$ cat src/fir_pkg.sv
// Shared types and constants for the FIR filter unit.
// No dependencies; compiled first.
`default_nettype none

package fir_pkg;

    // Default build of the filter
    localparam int FIR_MAX_TAPS    = 32;
    localparam int FIR_SAMPLE_BITS = 16;

    // Fixed field widths
    localparam int TAP_NUM_W  = 6;
    localparam int COEF_IDX_W = 5;

    localparam logic [TAP_NUM_W-1:0] TAP_NUM_RESET = 6'd32;

    // Command codes carried with each input word
    localparam logic CMD_FILTER = 1'b0;
    localparam logic CMD_LOAD   = 1'b1;

    // Sequencer states
    typedef enum logic [1:0] {
        ST_IDLE,
        ST_READ,
        ST_FLUSH,
        ST_DONE
    } fir_state_t;

endpackage

`default_nettype wire

$ cat src/fir_if.sv
// Valid/ready channel interfaces for the FIR filter unit.
// Depends on fir_pkg.
`default_nettype none

interface fir_in_if
    import fir_pkg::*;
#(
    parameter int SAMPLE_BITS = FIR_SAMPLE_BITS
);
    logic                          valid;
    logic                          ready;
    logic                          command;
    logic [COEF_IDX_W-1:0]         coef_index;
    logic signed [SAMPLE_BITS-1:0] coef_value;
    logic signed [SAMPLE_BITS-1:0] sample;

    modport source (output valid, command, coef_index, coef_value, sample, input ready);
    modport sink   (input valid, command, coef_index, coef_value, sample, output ready);
endinterface

interface fir_out_if
    import fir_pkg::*;
#(
    parameter int SAMPLE_BITS = FIR_SAMPLE_BITS
);
    logic                          valid;
    logic                          ready;
    logic signed [SAMPLE_BITS-1:0] filtered;
    logic                          saturated;

    modport source (output valid, filtered, saturated, input ready);
    modport sink   (input valid, filtered, saturated, output ready);
endinterface

`default_nettype wire

$ cat src/fir_filter_unit.sv
// Top level of the direct-form FIR filter unit.
// Depends on fir_pkg and the channel interfaces in fir_if.sv.
`default_nettype none

// Direct-form real FIR filter with one shared multiply-accumulate. A load word
// (command = CMD_LOAD) writes one coefficient; loads to an index at or beyond
// MAX_TAPS are dropped. A filter word pushes its sample into a circular delay
// line held in memory, then the sequencer walks the active taps, reading one
// delay entry and one coefficient per cycle. A filter word is accepted, one
// read is issued per tap, the read/multiply/accumulate pipe drains, and the
// result is rounded and registered once the output register is free. The
// active taps are the tap number register clamped to 1..MAX_TAPS; each store
// has a single read port, so taps are read one at a time. The sum is exact,
// rounded to nearest with ties toward plus infinity, then saturated to
// SAMPLE_BITS; saturated flags clipping. The result sits in an output
// register, so a new word is taken while it waits. Both stores read as zero
// after reset through per-entry valid bits, so no clearing pass is needed.
// The tap number is written through cfg_valid/cfg_ready/cfg_data and is
// sampled when a filter word is taken; write it between filter words.
module fir_filter_unit
    import fir_pkg::*;
#(
    parameter int MAX_TAPS    = FIR_MAX_TAPS,
    parameter int SAMPLE_BITS = FIR_SAMPLE_BITS
)(
    input  wire logic                 clk,
    input  wire logic                 rst_n,
    fir_in_if.sink                    item,
    fir_out_if.source                 result,
    input  wire logic                 cfg_valid,
    output logic                      cfg_ready,
    input  wire logic [TAP_NUM_W-1:0] cfg_data
);

    localparam int AW     = $clog2(MAX_TAPS);
    localparam int FRAC_W = SAMPLE_BITS - 1;
    localparam int PROD_W = 2 * SAMPLE_BITS;
    localparam int ACC_W  = PROD_W + AW + 1;
    // compare widths wide enough for both the field and MAX_TAPS
    localparam int TC_CW  = (TAP_NUM_W > AW + 1) ? TAP_NUM_W : AW + 1;
    localparam int IX_CW  = (COEF_IDX_W > AW + 1) ? COEF_IDX_W : AW + 1;

    localparam logic [AW-1:0] LAST_ADDR = AW'(MAX_TAPS - 1);

    // Storage: delay line (circular) and coefficient store
    logic [SAMPLE_BITS-1:0] dly_mem  [MAX_TAPS];
    logic [SAMPLE_BITS-1:0] coef_mem [MAX_TAPS];
    logic [MAX_TAPS-1:0]    dly_vld_reg;
    logic [MAX_TAPS-1:0]    coef_vld_reg;

    // Control state
    fir_state_t             state_reg, state_next;
    logic [TAP_NUM_W-1:0]   tap_num_reg;
    logic [AW-1:0]          head_reg;       // newest sample position
    logic [AW-1:0]          rd_addr_reg;    // delay line read address
    logic [AW-1:0]          tap_reg;        // tap index, also coef address
    logic [AW-1:0]          taps_m1_reg;    // active taps minus one

    // Pipeline
    logic                          rd_valid_reg;
    logic [SAMPLE_BITS-1:0]        dly_q_reg;
    logic [SAMPLE_BITS-1:0]        coef_q_reg;
    logic                          dly_qv_reg;
    logic                          coef_qv_reg;
    logic                          prod_valid_reg;
    logic signed [PROD_W-1:0]      prod_reg;
    logic signed [ACC_W-1:0]       acc_reg;

    // Output register
    logic                          out_valid_reg;
    logic [SAMPLE_BITS-1:0]        filtered_reg;
    logic                          saturated_reg;

    // Decoded controls
    logic                   in_ready;
    logic                   take_word;
    logic                   do_load;
    logic                   do_sample;
    logic                   last_tap;
    logic                   pipe_empty;
    logic                   out_free;
    logic                   load_out;
    logic [AW-1:0]          new_head;
    logic [AW-1:0]          rd_addr_inc;
    logic [TC_CW-1:0]       tc_ext;
    logic [AW-1:0]          taps_m1;
    logic [IX_CW-1:0]       idx_ext;
    logic                   idx_ok;
    logic [AW-1:0]          coef_addr;
    logic signed [SAMPLE_BITS-1:0] mul_a;
    logic signed [SAMPLE_BITS-1:0] mul_b;
    logic signed [ACC_W-1:0]       rnd;
    logic [ACC_W-FRAC_W-SAMPLE_BITS:0] rnd_hi;
    logic                          sat;
    logic [SAMPLE_BITS-1:0]        res;

    assign cfg_ready = 1'b1;

    assign take_word = item.valid && in_ready;
    assign do_load   = take_word && (item.command == CMD_LOAD);
    assign do_sample = take_word && (item.command == CMD_FILTER);

    assign new_head    = (head_reg == '0) ? LAST_ADDR : head_reg - AW'(1);
    assign rd_addr_inc = (rd_addr_reg == LAST_ADDR) ? '0 : rd_addr_reg + AW'(1);
    assign last_tap    = (tap_reg == taps_m1_reg);
    assign pipe_empty  = !rd_valid_reg && !prod_valid_reg;
    assign out_free    = !out_valid_reg || result.ready;

    // Active tap count, clamped to 1..MAX_TAPS, kept as count minus one
    always_comb
    begin
        tc_ext = TC_CW'(tap_num_reg);
        if (tc_ext == '0)
            taps_m1 = '0;
        else if (tc_ext > TC_CW'(MAX_TAPS))
            taps_m1 = LAST_ADDR;
        else
            taps_m1 = AW'(tc_ext - TC_CW'(1));
    end

    // Coefficient load address check
    assign idx_ext   = IX_CW'(item.coef_index);
    assign idx_ok    = idx_ext < IX_CW'(MAX_TAPS);
    assign coef_addr = idx_ext[AW-1:0];

    // Next state
    always_comb
    begin
        state_next = state_reg;
        case (state_reg)
            ST_IDLE:
            begin
                if (do_sample)
                    state_next = ST_READ;
            end
            ST_READ:
            begin
                if (last_tap)
                    state_next = ST_FLUSH;
            end
            ST_FLUSH:
            begin
                if (pipe_empty)
                    state_next = ST_DONE;
            end
            ST_DONE:
            begin
                if (out_free)
                    state_next = ST_IDLE;
            end
            default:
                state_next = ST_IDLE;
        endcase
    end

    // State outputs
    always_comb
    begin
        in_ready = 1'b0;
        load_out = 1'b0;
        case (state_reg)
            ST_IDLE:  in_ready = 1'b1;
            ST_READ:  ;
            ST_FLUSH: ;
            ST_DONE:  load_out = out_free;
            default:  ;
        endcase
    end

    assign item.ready = in_ready;

    always_ff @(posedge clk or negedge rst_n)
    begin
        if (!rst_n)
        begin
            state_reg   <= ST_IDLE;
            tap_num_reg <= TAP_NUM_RESET;
        end
        else
        begin
            state_reg <= state_next;
            if (cfg_valid)
                tap_num_reg <= cfg_data;
        end
    end

    // Memory writes
    always_ff @(posedge clk)
    begin
        if (do_load && idx_ok)
            coef_mem[coef_addr] <= item.coef_value;
        if (do_sample)
            dly_mem[new_head] <= item.sample;
    end

    // Valid bits: unwritten entries read as zero
    always_ff @(posedge clk or negedge rst_n)
    begin
        if (!rst_n)
        begin
            coef_vld_reg <= '0;
            dly_vld_reg  <= '0;
        end
        else
        begin
            if (do_load && idx_ok)
                coef_vld_reg[coef_addr] <= 1'b1;
            if (do_sample)
                dly_vld_reg[new_head] <= 1'b1;
        end
    end

    // Tap walk control
    always_ff @(posedge clk or negedge rst_n)
    begin
        if (!rst_n)
        begin
            head_reg    <= '0;
            rd_addr_reg <= '0;
            tap_reg     <= '0;
            taps_m1_reg <= '0;
        end
        else if (do_sample)
        begin
            head_reg    <= new_head;
            rd_addr_reg <= new_head;
            tap_reg     <= '0;
            taps_m1_reg <= taps_m1;
        end
        else if (state_reg == ST_READ)
        begin
            rd_addr_reg <= rd_addr_inc;
            tap_reg     <= tap_reg + AW'(1);
        end
    end

    // Synchronous memory reads, one tap per cycle
    always_ff @(posedge clk)
    begin
        dly_q_reg   <= dly_mem[rd_addr_reg];
        coef_q_reg  <= coef_mem[tap_reg];
        dly_qv_reg  <= dly_vld_reg[rd_addr_reg];
        coef_qv_reg <= coef_vld_reg[tap_reg];
    end

    assign mul_a = dly_qv_reg  ? $signed(dly_q_reg)  : '0;
    assign mul_b = coef_qv_reg ? $signed(coef_q_reg) : '0;

    always_ff @(posedge clk or negedge rst_n)
    begin
        if (!rst_n)
        begin
            rd_valid_reg   <= 1'b0;
            prod_valid_reg <= 1'b0;
        end
        else
        begin
            rd_valid_reg   <= (state_reg == ST_READ);
            prod_valid_reg <= rd_valid_reg;
        end
    end

    // Multiply, then accumulate
    always_ff @(posedge clk)
    begin
        prod_reg <= mul_a * mul_b;
        if (do_sample)
            acc_reg <= '0;
        else if (prod_valid_reg)
            acc_reg <= acc_reg + {{(ACC_W-PROD_W){prod_reg[PROD_W-1]}}, prod_reg};
    end

    // Round half up, drop fraction, saturate
    always_comb
    begin
        rnd    = acc_reg + (ACC_W'(1) << (FRAC_W - 1));
        rnd_hi = rnd[ACC_W-1:FRAC_W+SAMPLE_BITS-1];
        sat    = !((&rnd_hi) || !(|rnd_hi));
        if (!sat)
            res = rnd[FRAC_W+SAMPLE_BITS-1:FRAC_W];
        else if (rnd[ACC_W-1])
            res = {1'b1, {(SAMPLE_BITS-1){1'b0}}};
        else
            res = {1'b0, {(SAMPLE_BITS-1){1'b1}}};
    end

    always_ff @(posedge clk or negedge rst_n)
    begin
        if (!rst_n)
            out_valid_reg <= 1'b0;
        else if (load_out)
            out_valid_reg <= 1'b1;
        else if (result.ready)
            out_valid_reg <= 1'b0;
    end

    always_ff @(posedge clk)
    begin
        if (load_out)
        begin
            filtered_reg  <= res;
            saturated_reg <= sat;
        end
    end

    assign result.valid     = out_valid_reg;
    assign result.filtered  = $signed(filtered_reg);
    assign result.saturated = saturated_reg;

endmodule

`default_nettype wire

$ cat src/flat_wrapper.sv
// flat-port wrapper written by rule: the top's interface ports become plain ports
module fir_filter_unit_flat import fir_pkg::*;
#(
    parameter int MAX_TAPS    = FIR_MAX_TAPS,
    parameter int SAMPLE_BITS = FIR_SAMPLE_BITS
)
  (clk, rst_n, cfg_valid, cfg_ready, cfg_data, item_valid, item_command, item_coef_index, item_coef_value, item_sample, item_ready, result_valid, result_filtered, result_saturated, result_ready);
  fir_in_if #(.SAMPLE_BITS(SAMPLE_BITS)) item_i ();
  fir_out_if #(.SAMPLE_BITS(SAMPLE_BITS)) result_i ();
  input  wire logic clk;
  input  wire logic rst_n;
  input  wire logic cfg_valid;
  output logic cfg_ready;
  input  wire logic [TAP_NUM_W-1:0] cfg_data;
  input wire logic [$bits(item_i.valid)-1:0] item_valid;
  input wire logic [$bits(item_i.command)-1:0] item_command;
  input wire logic [$bits(item_i.coef_index)-1:0] item_coef_index;
  input wire logic [$bits(item_i.coef_value)-1:0] item_coef_value;
  input wire logic [$bits(item_i.sample)-1:0] item_sample;
  output wire logic [$bits(item_i.ready)-1:0] item_ready;
  output wire logic [$bits(result_i.valid)-1:0] result_valid;
  output wire logic [$bits(result_i.filtered)-1:0] result_filtered;
  output wire logic [$bits(result_i.saturated)-1:0] result_saturated;
  input wire logic [$bits(result_i.ready)-1:0] result_ready;
  assign item_i.valid = item_valid;
  assign item_i.command = item_command;
  assign item_i.coef_index = item_coef_index;
  assign item_i.coef_value = item_coef_value;
  assign item_i.sample = item_sample;
  assign item_ready = item_i.ready;
  assign result_valid = result_i.valid;
  assign result_filtered = result_i.filtered;
  assign result_saturated = result_i.saturated;
  assign result_i.ready = result_ready;
  fir_filter_unit #(.MAX_TAPS(MAX_TAPS), .SAMPLE_BITS(SAMPLE_BITS)) u_core (.clk(clk), .rst_n(rst_n), .item(item_i), .result(result_i), .cfg_valid(cfg_valid), .cfg_ready(cfg_ready), .cfg_data(cfg_data));
endmodule
$ cat config.mk
export PLATFORM = sky130hd
export DESIGN_NAME = fir_filter_unit_flat
export DESIGN_NICKNAME = d
export VERILOG_FILES = /design/src/fir_pkg.sv /design/src/fir_if.sv /design/src/fir_filter_unit.sv /design/src/flat_wrapper.sv
export SDC_FILE = /design/constraint.sdc
export NUM_CORES = 2
export LEC_CHECK = 0
export ABC_AREA = 1
export BUFFER_PORTS_ARGS = -buffer_cell sky130_fd_sc_hd__clkbuf_2
export CORE_UTILIZATION = 55
export CTS_CLUSTER_SIZE = 20
export DETAILED_ROUTE_END_ITERATION = 8
export GPL_TIMING_DRIVEN = 0
export HOLD_SLACK_MARGIN = 0.08
export PLACE_DENSITY = 0.71
export SKIP_CTS_REPAIR_TIMING = 1
export SYNTH_ARGS = -nofsm -noshare
export SYNTH_HDL_FRONTEND = slang
export SYNTH_SLANG_ARGS = --single-unit
$ cat constraint.sdc
create_clock -name clk -period 16.8 [get_ports clk]
set_clock_uncertainty 0.1 [all_clocks]
set_input_delay 1.68 -clock clk [delete_from_list [all_inputs] [get_ports clk]]
set_output_delay 1.68 -clock clk [all_outputs]
set_load 0.02 [all_outputs]
=== Yosys cells after proc, flatten, opt, wreduce, memory -nomap -nowiden ===
Memory sizes are Yosys's and may differ from the RTL's. A register that Yosys moved wholly into a read port is not among the register bits.
Cells that the tools add are included.

* Bits in latches: 0
* Bits in writable memories: 1024
* Memories: 2
* Output and inout port bits: 20
* Bits in read-only memories: 0
* Word-level logic and storage cells: 101
* Input bits: 49
* Register bits after elaboration: 184

* Add/sub/neg operators: 6
* Equal/unequal tests: 9
* Reductions and logical operators: 22
* Magnitude comparators: 8
* Divide/modulo/power cells: 0
* Shifts and indexed selects: 0
* Multiply operators: 1
* Bitwise gates (word level): 3
* Multiplexer cells: 33

{| class="wikitable"
|+ Memory list
! memory !! depth !! width !! rd ports !! clocked after memory_dff !! write ports !! line !! text
|-
| u_core.coef_mem || 32 || 16 || 1 || 1 || 1 || fir_filter_unit.sv:47 || <nowiki>logic [SAMPLE_BITS-1:0] coef_mem [MAX_TAPS];</nowiki>
|-
| u_core.dly_mem || 32 || 16 || 1 || 1 || 1 || fir_filter_unit.sv:46 || <nowiki>logic [SAMPLE_BITS-1:0] dly_mem [MAX_TAPS];</nowiki>
|}

{| class="wikitable"
|+ Operators by type and width
! kind !! count
|-
| 2-to-1 mux 16 bit || 4
|-
| bitwise OR 32 bit || 2
|-
| 2-to-1 mux 5 bit || 8
|-
| adder 38 x 16 -> 38 bit (second input constant) || 1
|-
| adder 38 bit || 1
|-
| multiplier 16 x 16 -> 32 bit || 1
|-
| less-than comparator 5 x 6 -> 1 bit (second input constant) || 5
|-
| 2-to-1 mux 1 bit || 12
|-
| adder 5 x 1 -> 5 bit (second input constant) || 2
|-
| binary-select mux 1 bit (select 5 bit) || 2
|-
| demux 1 bit (select 5 bit) || 2
|-
| greater-or-equal comparator 5 x 1 -> 1 bit (second input constant) || 2
|-
| subtractor 5 x 1 -> 5 bit (second input constant) || 2
|-
| 2-to-1 mux 2 bit || 4
|-
| inequality test 2 x 1 -> 1 bit (second input constant) || 4
|-
| one-hot mux 2 bit (4 select lines) || 1
|-
| AND reduction 8 bit || 1
|-
| OR reduction 8 bit || 1
|-
| logical AND 1 bit || 7
|-
| greater-than comparator 6 bit (second input constant) || 1
|-
| zero test 6 bit || 1
|-
| == test 5 bit || 1
|-
| == test 5 bit (second input constant) || 1
|-
| zero test 1 bit || 5
|-
| other kinds (8) || 11
|}

=== Depth between registers and ports, before layout ===
* Depth after elaboration: 7
* Gate-level depth with buffers: 28
* Depth with buffers taken out: 25

=== Least setup slack after synthesis ===
OpenSTA, ideal clock, no wires.

* Path type: flip-flop to flip-flop
* From: register u_core.coef_qv_reg
* To: register u_core.prod_reg[30]
* Setup time: 112 ps
* Arrival: 5769 ps
* Period minus slack after synthesis: 5982 ps
* Data required time: 16588 ps
* Buffers on the path: 2
* Cell stages (with the launch flop): 20
* Setup slack: 10818 ps
* Cells stage by stage: dfxtp_1 -> clkbuf_1 -> clkbuf_1 -> nand2_1 -> nor2_1 -> fa_1 -> fa_1 -> inv_1 -> fa_1 -> fa_1 -> fa_1 -> fa_1 -> inv_1 -> ha_1 -> nand2_1 -> nor3_1 -> nand3_1 -> or2_2 -> nand3_1 -> nand2_1

* Longest elaborated chain between the ends: 2

{| class="wikitable"
|+ RTL lines
! element !! line !! text
|-
| start, declared || fir_filter_unit.sv:64 || <nowiki>logic coef_qv_reg;</nowiki>
|-
| start signal, assigned || fir_filter_unit.sv:243 || <nowiki>coef_qv_reg <= coef_vld_reg[tap_reg];</nowiki>
|-
| 2-to-1 mux 16 bit || fir_filter_unit.sv:247 || <nowiki>assign mul_b = coef_qv_reg ? $signed(coef_q_reg) : '0;</nowiki>
|-
| multiplier 16 x 16 -> 32 bit || fir_filter_unit.sv:266 || <nowiki>prod_reg <= mul_a * mul_b;</nowiki>
|-
| end signal, assigned || fir_filter_unit.sv:266 ||
|-
| end, declared || fir_filter_unit.sv:66 || <nowiki>logic signed [PROD_W-1:0] prod_reg;</nowiki>
|}

No other way between the ends.
A chain may end at the register's enable or synchronous reset.

=== Final worst setup path ===
* From: register u_core.dly_qv_reg
* To: register u_core.prod_reg[30]

* Longest elaborated chain between the ends: 2

{| class="wikitable"
|+ RTL lines
! element !! line !! text
|-
| start, declared || fir_filter_unit.sv:63 || <nowiki>logic dly_qv_reg;</nowiki>
|-
| start signal, assigned || fir_filter_unit.sv:242 || <nowiki>dly_qv_reg <= dly_vld_reg[rd_addr_reg];</nowiki>
|-
| 2-to-1 mux 16 bit || fir_filter_unit.sv:246 || <nowiki>assign mul_a = dly_qv_reg ? $signed(dly_q_reg) : '0;</nowiki>
|-
| multiplier 16 x 16 -> 32 bit || fir_filter_unit.sv:266 ||
|}

No other way between the ends.

==> flow_metrics.py <==
metrics = {
    "layout": {
        "nFillCells": 8811,
        "fin_nets": 6346,
        "drive_gt1_share_pct": 8.04,
        "stdcell_area_um2": 68700,
        "multiInputGateArea_um2": 22100,
        "area.sequential_um2": 35700,
        "synthToLayoutAreaGrowth_pct": 12.8,
    },
    "timing": {
        "slew_violations": 0,
        "hold_viol_final": 0,
        "min_period_ns": 7.23,
        "grt_setup_unrepaired": "false",
        "fmax_mhz": 138,
        "setup_tns_ns": 0,
        "maxSlewHeadroom_pct": 21.5,
        "worst_pin_slew_ns": 1.18,
        "fin_crit_sh_pct": 43.0,
        "worst_slack_ns": 9.57,
        "setup_violations": 0,
        "fin_hold_ws_ns": 0.275,
    },
    "routing": {
        "drt-total-wl_um": 192000,
        "antenna_left": 0,
        "vias": 45273,
        "wl_per_cell_um": 25.7,
        "drtPass1Iterations": 6,
        "drc": 0,
        "via_per_inst": 6.05,
        "drtIter0Drc": 6517,
    },
    "synthesis": {
        "yosysWarnings": 0,
        "syn_avg_cell_area_um2": 10.8,
        "synth_ff_type": "edfxtp_1",
        "ys_top_cells_by_area": "edfxtp_1, fa_1, nor2_1",
        "ys_ff_latch": 1240,
        "synth-async-reset-ratio_pct": 7.66,
        "syn_inst": 5640,
        "synth_edf_count": 1041,
        "yosysTopAreaCellShare_pct": 51.3,
        "yosysUniqueCellTypes": 51,
        "netlist_area_um2": 60900,
        "syn-num-nets": 6086,
        "synth.largest_area_cell": "edfxtp_1",
        "ys_seq_area_share_pct": 58.7,
    },
    "setup_path": {
        "cp_max_fo": 10,
        "cp.arrival_ns": 7.77,
        "crit_path_end_kind": "flip-flop",
        "path_class": "reg -> reg",
        "start_kind": "flip-flop",
        "required_ns": 17.34,
    },
    "clock_tree": {
        "cts_made_buffers": 130,
        "cts.sinks": 1240,
        "clkLatencyLatePin_ns": 0.74,
        "cts_root_buf": "clkbuf_16",
        "cts_tree": "built",
        "clk_path_buf_depth": 3,
        "clk_pin_slew_ns": 0.06,
        "h-tree-depth": 4,
    },
    "place": {
        "dpl_worst_slack_ns": 9.63,
        "io_buffers": 67,
        "postPlaceCellArea_um2": 64300,
        "dpl.hpwl_um": 139000,
        "gp_congestion": 0.986,
    },
    "global_routing": {
        "grt_use_total_pct": 34.4,
        "use_met3_pct": 7.73,
        "busiest_layer": "met2",
        "grt_pass1_vias": 43131,
        "grt_max_degree": 96,
        "grt_util_met2_pct": 51.1,
        "grt_first_pass_wirelength_um": 280000,
        "grt_remaining_overflow": 0,
        "antenna_found_initial": 6,
        "grt_util_met1_pct": 49.1,
    },
    "die": {
        "io_pins": 69,
        "core_area_um2": 109000,
        "initial_utilization_pct": 55.7,
        "dieHeight_um": 335,
        "die-area_um2": 112000,
        "die_w_um": 335,
        "num_rows": 121,
    },
    "flow_run": {
        "cap_violations": 0,
    },
    "hold_path": {
        "hp-class": "reg -> reg",
    },
    "status": {
        "outcome": "completed",
    },
}
-- kinds of logic (layout without fill, tap and decap cells) --
| family | Yosys count | in the layout | share of synthesized area, % |
|---|---|---|---|
| buffers and inverters | 858 | 1225 | 5.37 |
| other | 1 | 4 | 0.00616 |
| AND/OR/NAND/NOR | 1893 | 1893 | 12.5 |
| XOR/XNOR | 69 | 69 | 1.00 |
| flip-flops | 1240 | 1240 | 58.7 |
| AO/OA/AOI/OAI | 1182 | 1182 | 11.0 |
| adder cells (fa/ha/maj) | 397 | 397 | 11.4 |
-- synthesized netlist by cell type (all sizes together), types with 2 or more instances --
library cell,number
inv,580
dfxtp,104
and3,2
o221ai,92
or2,42
nand2,736
xnor2,19
xor2,50
o21ai,660
clkbuf,212
nand4,38
nor3,19
dfrtp,94
fa,263
o21bai,17
nor2,905
a21o,15
a31oi,7
a21oi,152
o211ai,19
clkinv,10
buf,56
edfxtp,1041
o2111ai,8
nor4,2
o22ai,207
ha,134
nand3,147
-- worst max-delay path: stages (launching register included) --
cell and delay [ns]:
dfxtp_1 0.30, clkbuf_1 0.25, clkbuf_1 0.35, nand2_1 0.42
inv_1 0.46, nand2_1 0.15, fa_1 0.54, fa_1 0.55
inv_1 0.07, fa_1 0.51, fa_1 0.51, fa_1 0.49
inv_1 0.04, fa_1 0.47, inv_1 0.04, ha_1 0.37
nand2_1 0.10, nor2_1 0.15, inv_1 0.06, nor3_1 0.44
a21oi_1 0.27, or2_2 0.36, nand3_1 0.08, nand2_1 0.05
-- worst paths after layout --
path	startpoint	endpoint	slack [ns]	cells after the start
min reg2reg	u_core.rd_valid_reg	u_core.prod_valid_reg	0.27	0
min	u_core.rd_valid_reg	u_core.prod_valid_reg	0.27	0
max reg2reg	u_core.dly_qv_reg	u_core.prod_reg[30]	9.57	23
min in group asynchronous	rst_n	u_core.coef_vld_reg[30]	0.93	1
max	u_core.dly_qv_reg	u_core.prod_reg[30]	9.57	23
max in group asynchronous	rst_n	u_core.head_reg[3]	15.01	1
-- layout by cell type, fill, tap and decap left out, drive strengths merged, types with 54 or more instances in the layout --
master / n
inv: 587
o22ai: 207
nor2: 905
buf: 117
clkinv: 54
nand3: 147
fa: 263
dfrtp: 94
edfxtp: 1041
a21oi: 152
o21ai: 660
ha: 134
o221ai: 92
clkbuf: 449
nand2: 736
dfxtp: 104
-- area by class of cell --
| type | count | area share [%] |
|---|---|---|
| timing repair buffer | 128 | 2.04 |
| tap | 1476 | 2.69 |
| clock buffer | 170 | 5.26 |
| multi-input combinational | 3542 | 32.1 |
| sequential | 1240 | 52.0 |
| clock inverter | 69 | 1.09 |
| antenna | 3 | 0.0109 |
| inverter | 590 | 3.22 |
| buffer | 268 | 1.54 |
-- per-layer routing --
metal | up-vias | part of all wire (%)
li1 | 19917 | -
met1 | 22007 | 39
met2 | 2961 | 44
met3 | 386 | 12
met4 | 2 | 4.4
met5 | - | 0.0068
-- metrics by stage --
stage,cells,util [%]
final,7486,62.8
after detailed placement,7244,58.8
after floorplan,5640,-
after CTS,7483,62.8
after global placement,7183,57.7
after global routing,7485,62.8
Power is not shown: default switching activity piles up to over one toggle a cycle in this logic, so the estimate is an artifact.
